**src/rtl/core/lfa_pkg.sv**
```systemverilog
`timescale 1ns / 1ps

package lfa_pkg;

    localparam int ID_W     = 11;
    localparam int ID_LIMIT = 2047;
    localparam int WORD_W   = 32;
    localparam int WORD_LOG = 5;

    localparam logic OP_TAKE   = 1'b0;
    localparam logic OP_RETURN = 1'b1;

    typedef logic [ID_W-1:0]     t_id;
    typedef logic [WORD_W-1:0]   t_word;
    typedef logic [WORD_LOG-1:0] t_bit;

    typedef struct packed {
        logic found;
        t_bit idx;
    } t_enc;

    typedef enum logic [2:0] {
        ST_CLEAR,
        ST_IDLE,
        ST_RET_RD,
        ST_RET_MOD,
        ST_SCAN_RD,
        ST_SCAN_CHK,
        ST_EMIT
    } t_state;

endpackage

```
**src/rtl/core/lfa_req_if.sv**
```systemverilog
`timescale 1ns / 1ps

interface lfa_req_if;
    logic        valid;
    logic        ready;
    logic        operation;
    lfa_pkg::t_id returned_id;

    modport source (output valid, output operation, output returned_id, input ready);
    modport sink   (input valid, input operation, input returned_id, output ready);
endinterface

```
**src/rtl/core/lfa_rsp_if.sv**
```systemverilog
`timescale 1ns / 1ps

interface lfa_rsp_if;
    logic         valid;
    logic         ready;
    lfa_pkg::t_id given_id;
    logic         exhausted;

    modport source (output valid, output given_id, output exhausted, input ready);
    modport sink   (input valid, input given_id, input exhausted, output ready);
endinterface

```
**src/rtl/core/lfa_map_ram.sv**
```systemverilog
`timescale 1ns / 1ps

module lfa_map_ram #(
    parameter int ROWS   = 32,
    parameter int ROW_AW = 5
) (
    input  logic                  i_clk,
    input  logic                  i_we,
    input  logic [ROW_AW-1:0]     i_waddr,
    input  lfa_pkg::t_word        i_wdata,
    input  logic                  i_re,
    input  logic [ROW_AW-1:0]     i_raddr,
    output lfa_pkg::t_word        o_rdata
);

    lfa_pkg::t_word r_mem [ROWS];
    lfa_pkg::t_word r_rdata;

    always_ff @(posedge i_clk) begin
        if (i_we) begin
            r_mem[i_waddr] <= i_wdata;
        end
        if (i_re) begin
            r_rdata <= r_mem[i_raddr];
        end
    end

    assign o_rdata = r_rdata;

endmodule

```
**src/rtl/core/lfa_lsb_enc.sv**
```systemverilog
`timescale 1ns / 1ps

module lfa_lsb_enc (
    input  lfa_pkg::t_word i_word,
    output lfa_pkg::t_enc  o_enc
);

    always_comb begin
        o_enc.found = |i_word;
        o_enc.idx   = '0;
        for (int i = lfa_pkg::WORD_W - 1; i >= 0; i--) begin
            if (i_word[i]) begin
                o_enc.idx = lfa_pkg::t_bit'(i);
            end
        end
    end

endmodule

```
**src/rtl/core/lowest_free_id_allocator.sv**
```systemverilog
`timescale 1ns / 1ps

// Hands out the lowest free ID in 1..ID_COUNT. Given-back IDs are held in a
// one-bit-per-ID map stored as 32-bit rows in a small RAM; IDs never handed
// out lie at or above a high-water mark. After reset the block clears the map
// RAM, one row a cycle, for all ceil(min(ID_COUNT, 2047) / 32) rows before it
// takes its first transfer. A return that is ignored is dropped with no map
// access; any other return reads its map row and then sets its bit there. A
// take served from the high-water mark, or one that reports exhaustion, goes
// straight to the output stage; a take served from the map scans the rows
// from the lowest with a single 32-bit lowest-set-bit encoder, one RAM read
// and one check per row, until it reaches the row of the lowest returned ID.
// A result waits in an output register while the next request is taken.
module lowest_free_id_allocator #(
    parameter int ID_COUNT = 1024
) (
    input  logic           i_clk,
    input  logic           i_rst_n,
    lfa_req_if.sink        i_req,
    lfa_rsp_if.source      o_rsp
);

    localparam int MapIds = (ID_COUNT < lfa_pkg::ID_LIMIT) ? ID_COUNT : lfa_pkg::ID_LIMIT;
    localparam int Rows   = (MapIds + lfa_pkg::WORD_W - 1) / lfa_pkg::WORD_W;
    localparam int RowAw  = (Rows > 1) ? $clog2(Rows) : 1;
    localparam int HwW    = $clog2(ID_COUNT + 2);
    localparam int CntW   = $clog2(MapIds + 1);
    localparam int CmpW   = (HwW > lfa_pkg::ID_W) ? HwW : lfa_pkg::ID_W;

    typedef logic [RowAw-1:0] t_row;
    typedef logic [HwW-1:0]   t_hw;
    typedef logic [CntW-1:0]  t_cnt;
    typedef logic [CmpW-1:0]  t_cmp;

    lfa_pkg::t_state r_state, n_state;
    t_hw             r_hw, n_hw;
    t_cnt            r_cnt, n_cnt;
    t_row            r_row, n_row;
    lfa_pkg::t_bit   r_bit, n_bit;
    lfa_pkg::t_id    r_res_id, n_res_id;
    logic            r_res_ex, n_res_ex;
    logic            r_out_valid, n_out_valid;
    lfa_pkg::t_id    r_out_id, n_out_id;
    logic            r_out_ex, n_out_ex;

    logic            in_fire;
    logic            ret_ok;
    logic            out_free;
    lfa_pkg::t_id    ret_k;
    lfa_pkg::t_word  rd_data;
    lfa_pkg::t_enc   enc;
    logic            ram_we;
    logic            ram_re;
    lfa_pkg::t_word  ram_wdata;

    lfa_map_ram #(
        .ROWS   (Rows),
        .ROW_AW (RowAw)
    ) u_map_ram (
        .i_clk   (i_clk),
        .i_we    (ram_we),
        .i_waddr (r_row),
        .i_wdata (ram_wdata),
        .i_re    (ram_re),
        .i_raddr (r_row),
        .o_rdata (rd_data)
    );

    lfa_lsb_enc u_lsb_enc (
        .i_word (rd_data),
        .o_enc  (enc)
    );

    assign i_req.ready = (r_state == lfa_pkg::ST_IDLE);
    assign in_fire     = i_req.valid && i_req.ready;
    assign ret_k       = i_req.returned_id - lfa_pkg::t_id'(1);
    assign ret_ok      = (i_req.returned_id != '0)
                         && (t_cmp'(i_req.returned_id) < t_cmp'(r_hw));
    assign out_free    = !r_out_valid || o_rsp.ready;

    assign o_rsp.valid     = r_out_valid;
    assign o_rsp.given_id  = r_out_id;
    assign o_rsp.exhausted = r_out_ex;

    always_comb begin
        n_state = r_state;
        unique case (r_state)
            lfa_pkg::ST_CLEAR: begin
                if (r_row == t_row'(Rows - 1)) begin
                    n_state = lfa_pkg::ST_IDLE;
                end
            end
            lfa_pkg::ST_IDLE: begin
                if (in_fire) begin
                    if (i_req.operation == lfa_pkg::OP_RETURN) begin
                        n_state = ret_ok ? lfa_pkg::ST_RET_RD : lfa_pkg::ST_IDLE;
                    end else if (r_cnt != '0) begin
                        n_state = lfa_pkg::ST_SCAN_RD;
                    end else begin
                        n_state = lfa_pkg::ST_EMIT;
                    end
                end
            end
            lfa_pkg::ST_RET_RD:   n_state = lfa_pkg::ST_RET_MOD;
            lfa_pkg::ST_RET_MOD:  n_state = lfa_pkg::ST_IDLE;
            lfa_pkg::ST_SCAN_RD:  n_state = lfa_pkg::ST_SCAN_CHK;
            lfa_pkg::ST_SCAN_CHK: begin
                n_state = enc.found ? lfa_pkg::ST_EMIT : lfa_pkg::ST_SCAN_RD;
            end
            lfa_pkg::ST_EMIT: begin
                if (out_free) begin
                    n_state = lfa_pkg::ST_IDLE;
                end
            end
            default: n_state = lfa_pkg::ST_IDLE;
        endcase
    end

    always_comb begin
        n_hw        = r_hw;
        n_cnt       = r_cnt;
        n_row       = r_row;
        n_bit       = r_bit;
        n_res_id    = r_res_id;
        n_res_ex    = r_res_ex;
        n_out_valid = r_out_valid && !o_rsp.ready;
        n_out_id    = r_out_id;
        n_out_ex    = r_out_ex;
        ram_we      = 1'b0;
        ram_re      = 1'b0;
        ram_wdata   = '0;
        unique case (r_state)
            lfa_pkg::ST_CLEAR: begin
                ram_we = 1'b1;
                n_row  = r_row + t_row'(1);
            end
            lfa_pkg::ST_IDLE: begin
                if (in_fire) begin
                    if (i_req.operation == lfa_pkg::OP_RETURN) begin
                        n_row = t_row'(ret_k >> lfa_pkg::WORD_LOG);
                        n_bit = lfa_pkg::t_bit'(ret_k);
                    end else if (r_cnt != '0) begin
                        n_row = '0;
                    end else if (r_hw <= t_hw'(ID_COUNT)) begin
                        n_res_id = lfa_pkg::t_id'(r_hw);
                        n_res_ex = 1'b0;
                        n_hw     = r_hw + t_hw'(1);
                    end else begin
                        n_res_id = '0;
                        n_res_ex = 1'b1;
                    end
                end
            end
            lfa_pkg::ST_RET_RD: begin
                ram_re = 1'b1;
            end
            lfa_pkg::ST_RET_MOD: begin
                ram_wdata = rd_data | (lfa_pkg::t_word'(1) << r_bit);
                if (!rd_data[r_bit]) begin
                    ram_we = 1'b1;
                    n_cnt  = r_cnt + t_cnt'(1);
                end
            end
            lfa_pkg::ST_SCAN_RD: begin
                ram_re = 1'b1;
            end
            lfa_pkg::ST_SCAN_CHK: begin
                ram_wdata = rd_data & ~(lfa_pkg::t_word'(1) << enc.idx);
                if (enc.found) begin
                    ram_we   = 1'b1;
                    n_cnt    = r_cnt - t_cnt'(1);
                    n_res_id = lfa_pkg::t_id'({r_row, enc.idx}) + lfa_pkg::t_id'(1);
                    n_res_ex = 1'b0;
                end else begin
                    n_row = r_row + t_row'(1);
                end
            end
            lfa_pkg::ST_EMIT: begin
                if (out_free) begin
                    n_out_valid = 1'b1;
                    n_out_id    = r_res_id;
                    n_out_ex    = r_res_ex;
                end
            end
            default: begin
                n_row = r_row;
            end
        endcase
    end

    always_ff @(posedge i_clk) begin
        if (!i_rst_n) begin
            r_state     <= lfa_pkg::ST_CLEAR;
            r_hw        <= t_hw'(1);
            r_cnt       <= '0;
            r_row       <= '0;
            r_out_valid <= 1'b0;
        end else begin
            r_state     <= n_state;
            r_hw        <= n_hw;
            r_cnt       <= n_cnt;
            r_row       <= n_row;
            r_out_valid <= n_out_valid;
        end
    end

    always_ff @(posedge i_clk) begin
        r_bit    <= n_bit;
        r_res_id <= n_res_id;
        r_res_ex <= n_res_ex;
        r_out_id <= n_out_id;
        r_out_ex <= n_out_ex;
    end

    a_cnt_range: assert property (@(posedge i_clk) disable iff (!i_rst_n)
        r_cnt <= t_cnt'(MapIds))
        else $error("returned-ID count exceeds the map size");

    a_hw_range: assert property (@(posedge i_clk) disable iff (!i_rst_n)
        (r_hw != '0) && (r_hw <= t_hw'(ID_COUNT + 1)))
        else $error("high-water mark out of range");

    a_scan_ends: assert property (@(posedge i_clk) disable iff (!i_rst_n)
        (r_state == lfa_pkg::ST_SCAN_CHK) && (r_row == t_row'(Rows - 1)) |-> enc.found)
        else $error("map scan ran past the last row without a returned ID");

    a_exhausted_zero: assert property (@(posedge i_clk) disable iff (!i_rst_n)
        r_out_valid && r_out_ex |-> (r_out_id == '0))
        else $error("exhausted result carries a nonzero ID");

endmodule

```
**src/flat_wrapper.sv**
```systemverilog
// flat-port wrapper written by rule: the top's interface ports become plain ports
module lowest_free_id_allocator_flat 
#(
    parameter int ID_COUNT = 1024
)
  (i_clk, i_rst_n, i_req_valid, i_req_operation, i_req_returned_id, i_req_ready, o_rsp_valid, o_rsp_given_id, o_rsp_exhausted, o_rsp_ready);
  lfa_req_if i_req_i ();
  lfa_rsp_if o_rsp_i ();
  input  logic i_clk;
  input  logic i_rst_n;
  input wire logic [$bits(i_req_i.valid)-1:0] i_req_valid;
  input wire logic [$bits(i_req_i.operation)-1:0] i_req_operation;
  input wire logic [$bits(i_req_i.returned_id)-1:0] i_req_returned_id;
  output wire logic [$bits(i_req_i.ready)-1:0] i_req_ready;
  output wire logic [$bits(o_rsp_i.valid)-1:0] o_rsp_valid;
  output wire logic [$bits(o_rsp_i.given_id)-1:0] o_rsp_given_id;
  output wire logic [$bits(o_rsp_i.exhausted)-1:0] o_rsp_exhausted;
  input wire logic [$bits(o_rsp_i.ready)-1:0] o_rsp_ready;
  assign i_req_i.valid = i_req_valid;
  assign i_req_i.operation = i_req_operation;
  assign i_req_i.returned_id = i_req_returned_id;
  assign i_req_ready = i_req_i.ready;
  assign o_rsp_valid = o_rsp_i.valid;
  assign o_rsp_given_id = o_rsp_i.given_id;
  assign o_rsp_exhausted = o_rsp_i.exhausted;
  assign o_rsp_i.ready = o_rsp_ready;
  lowest_free_id_allocator #(.ID_COUNT(ID_COUNT)) u_core (.i_clk(i_clk), .i_rst_n(i_rst_n), .i_req(i_req_i), .o_rsp(o_rsp_i));
endmodule
```
**config.mk**
```make
export PLATFORM = sky130hd
export DESIGN_NAME = lowest_free_id_allocator_flat
export DESIGN_NICKNAME = d
export VERILOG_FILES = /design/src/rtl/core/lfa_pkg.sv /design/src/rtl/core/lfa_req_if.sv /design/src/rtl/core/lfa_rsp_if.sv /design/src/rtl/core/lfa_map_ram.sv /design/src/rtl/core/lfa_lsb_enc.sv /design/src/rtl/core/lowest_free_id_allocator.sv /design/src/flat_wrapper.sv
export SDC_FILE = /design/constraint.sdc
export NUM_CORES = 1
export LEC_CHECK = 0
export ABC_AREA = 0
export BUFFER_PORTS_ARGS = -buffer_cell sky130_fd_sc_hd__buf_4
export CAP_MARGIN = 25
export CORE_MARGIN = 1
export CORE_UTILIZATION = 45
export CTS_BUF_LIST = sky130_fd_sc_hd__clkbuf_2
export DETAILED_ROUTE_END_ITERATION = 6
export PLACE_DENSITY_LB_ADDON = 0.15
export RECOVER_POWER = 50
export SETUP_SLACK_MARGIN = 0.2
export SYNTH_ARGS = -nofsm -noshare
export SYNTH_HDL_FRONTEND = slang
export SYNTH_HIERARCHICAL = 1
export SYNTH_SLANG_ARGS = --single-unit
```
**constraint.sdc**
```tcl
create_clock -name i_clk -period 11.35 [get_ports i_clk]
set_clock_uncertainty 0.05 [all_clocks]
set_input_delay 2.8375 -clock i_clk [delete_from_list [all_inputs] [get_ports i_clk]]
set_output_delay 2.8375 -clock i_clk [all_outputs]
set_load 0.005 [all_outputs]
```
==> metrics <==
Die ar.=103000 µm²; top post-synthesis cells by area=edfxtp_1, mux2i_1, a21oi_1; antenna-violating nets left=0; CTS H-tree lvls=5; Final setup viols=0; Slew Limit Headroom=-158%; Initial DRC Count=2260; warnings from Yosys=6; vias in the first global route=27400; nets=3170; TNS Setup=0 ps; post-DR wirelength/cell=27.7 µm; placed cells=4176; WP data required=12510 ps; setup bufs post-CTS=0; Worst Hold Class=flop to flop; I/O pins=30; pwr dens=151 nW/µm²; gr usage total=25.1%; max-cap violations=21; fill cell total of the finished layout=8654; prevailing post-synth register cell=edfxtp_1; DRC=0; later-pin clock latency in the skew report=1510 ps; chip width=321 µm; Worst Setup End Kind=flop; Seq/Total Area, Yosys=72.6%; total congestion overflow=0; FMAX=121 MHz; final non-filler cell total=4664; first-pass GRT wire length=186000 µm; Slew Viols, Final=697; critical path arrival=9400 ps; Peak VDD IR=59.1 µV; Int Power=5690 µW; CTS Buf Count=301; initial core utilization=45.5%; largest area contributor in the netlist=edfxtp_1; Async SR Flop Fraction=0%; top post-synthesis cells by count=edfxtp_1, mux2i_1, a21oi_1, nand2_1, nand3_1; Final HPWL DP=74600 µm; cts hold-fix bufs=0; CTS tree=yes; RSZ-0062 raised after global routing=no; Final Hold Vio Count=0; initial antenna violation count=4; run status=complete, but fails checks; Clock Pin Slew Worst Setup and Hold Paths=100 ps; Post-CTS Resized=0; DR pass1 iterations=6; core area=100000 µm²; DIE HEIGHT=321 µm; Crit Path Category=flop to flop; WL final=129000 µm; Cells after Synth=2845; fin crit share=72.6%; area fraction of the dominant cell type after synthesis=71.3%; most common cell in the synthesized netlist=edfxtp_1; Post-synth EDFFs=1085; CP startpoint kind=flop; Max Fanout on Critical Path=50; Comb pwr share=6.1%; Cell Area, Synth=45700 µm²; Final Total Pwr=7560 µW; Sink Count=1116; Psw=1880 µW; vias per cell=5.76; failing checks=max-capacitance violations, max-slew violations; num rows=116; crit path time final=8240 ps; largest net degree at the start of global routing=127; Clk pwr share=34.1%; Leak=0.0154 µW; DR vias=26800; sw frac=24.8%; Area Growth Syn to Fin=9.74%; sequential power share=59.8%; clock root buffer=clkbuf_2; GP Congestion=0.886; share of layout cells above drive strength 1=18.0%; Worst-Margin Slew=3870 ps; Net Count, Synth=2892; Yosys cell types=66; CTS Buffer Depth=4; Avg Cell Area, Syn=16.1 µm²; Yosys reg bits=1116; number of buffers added on ports=29
-- placed cells by master, fill, tap and decap left out, types with 10 or more instances in the layout --
cell type / instances
xnor2_1: 25
clkbuf_2: 424
dfxtp_1: 31
inv_1: 33
mux2i_1: 524
a22o_1: 64
a21oi_1: 160
nor3_1: 53
nand2_1: 148
nor2_1: 30
buf_4: 68
clkbuf_1: 44
o21ai_0: 49
nand3_1: 118
nor2b_1: 14
nor4_1: 12
edfxtp_1: 1085
nor2_4: 31
clkinv_1: 49
a22oi_1: 99
nand2b_1: 10
ha_1: 30
a21oi_2: 17
a31oi_1: 33
-- power by group through the flow --
stage | combinational [µW] | sequential, µW | clock (µW)
2_1_floorplan | 284 | 4610 | 0
3_3_place_gp | 448 | 4620 | 0
3_5_place_dp | 451 | 4620 | 0
4_1_cts | 452 | 4520 | 2670
5_1_grt | 477 | 4530 | 2900
6_report | 459 | 4520 | 2580
-- routing by layer --
layer	up-vias	global-route usage [%]	wire, µm
met5	-	0	7
met4	2	8.60	3290
met3	176	5.42	8430
met2	964	39.9	61400
met1	13800	34.3	56000
li1	11900	-	-
-- stage by stage --
stage / setup slack [ps] / util, % / hold slack [ps] / cell area [µm²]
after CTS: 5270 / 50.2 / 328 / 50500
after floorplan: 7020 / - / 350 / 45700
after detailed placement: 6360 / 47.9 / 362 / 48100
after global routing: 2760 / 49.9 / 322 / 50200
after global placement: 6100 / 47.6 / 358 / 47800
final: 3110 / 49.9 / 348 / 50200
-- worst max-delay path, stage by stage, from the launching register on --
cell      delay [ps]
dfxtp_1         1650
clkbuf_1        1580
buf_16           340
clkbuf_1        2730
mux2i_1          440
a22o_1           400
nor3_1           280
a31oi_1          110
nand3_1          250
-- flip-flops by register name (all words and copies together), names as in the netlist --
signal	flops
u_core/u_map_ram/r_mem	1024
u_core/r_row	5
u_core/o_rsp.valid	1
u_core/r_cnt	11
u_core/o_rsp.given_id	11
u_core/r_hw	11
u_core/o_rsp.exhausted	1
u_core/r_bit	5
u_core/r_res_ex	1
u_core/r_state	3
u_core/u_map_ram/o_rdata	32
u_core/r_res_id	11
-- path summary, 6_finish.rpt --
| check | from | to | slack, ps | cells after the start |
|---|---|---|---|---|
| setup / recovery | u_core/r_row[0] | u_core/u_map_ram/o_rdata[1] | 3110 | 8 |
| hold / removal | u_core/r_res_id[4] | u_core/o_rsp.given_id[4] | 350 | 0 |
| setup reg to reg | u_core/r_row[0] | u_core/u_map_ram/o_rdata[1] | 3110 | 8 |
| hold reg to reg | u_core/r_res_id[4] | u_core/o_rsp.given_id[4] | 350 | 0 |
-- cells by family after synthesis --
| logic type | Yosys count | synth area share [%] |
|---|---|---|
| flip-flops | 1116 | 72.6 |
| AND/OR/NAND/NOR | 480 | 5.15 |
| AO/OA/AOI/OAI | 470 | 6.68 |
| multiplexers | 532 | 11.9 |
| XOR/XNOR | 33 | 0.632 |
| adder cells (fa/ha/maj) | 31 | 0.865 |
| buffers and inverters | 183 | 2.17 |
-- layout make-up --
cell class / instances / area [µm²] / share of cell area (%)
Antenna cell: 5 / 12.5 / 0.0249
Sequential cell: 1116 / 33200 / 66.2
Inverter: 34 / 128 / 0.254
Timing Repair Buffer: 124 / 912 / 1.82
Multi-Input combinational cell: 1546 / 11800 / 23.6
Clock buffer: 424 / 2120 / 4.23
Clock inverter: 58 / 273 / 0.544
Tap cell: 1357 / 1700 / 3.38
Note: power is estimated with default switching activity, not from simulation.
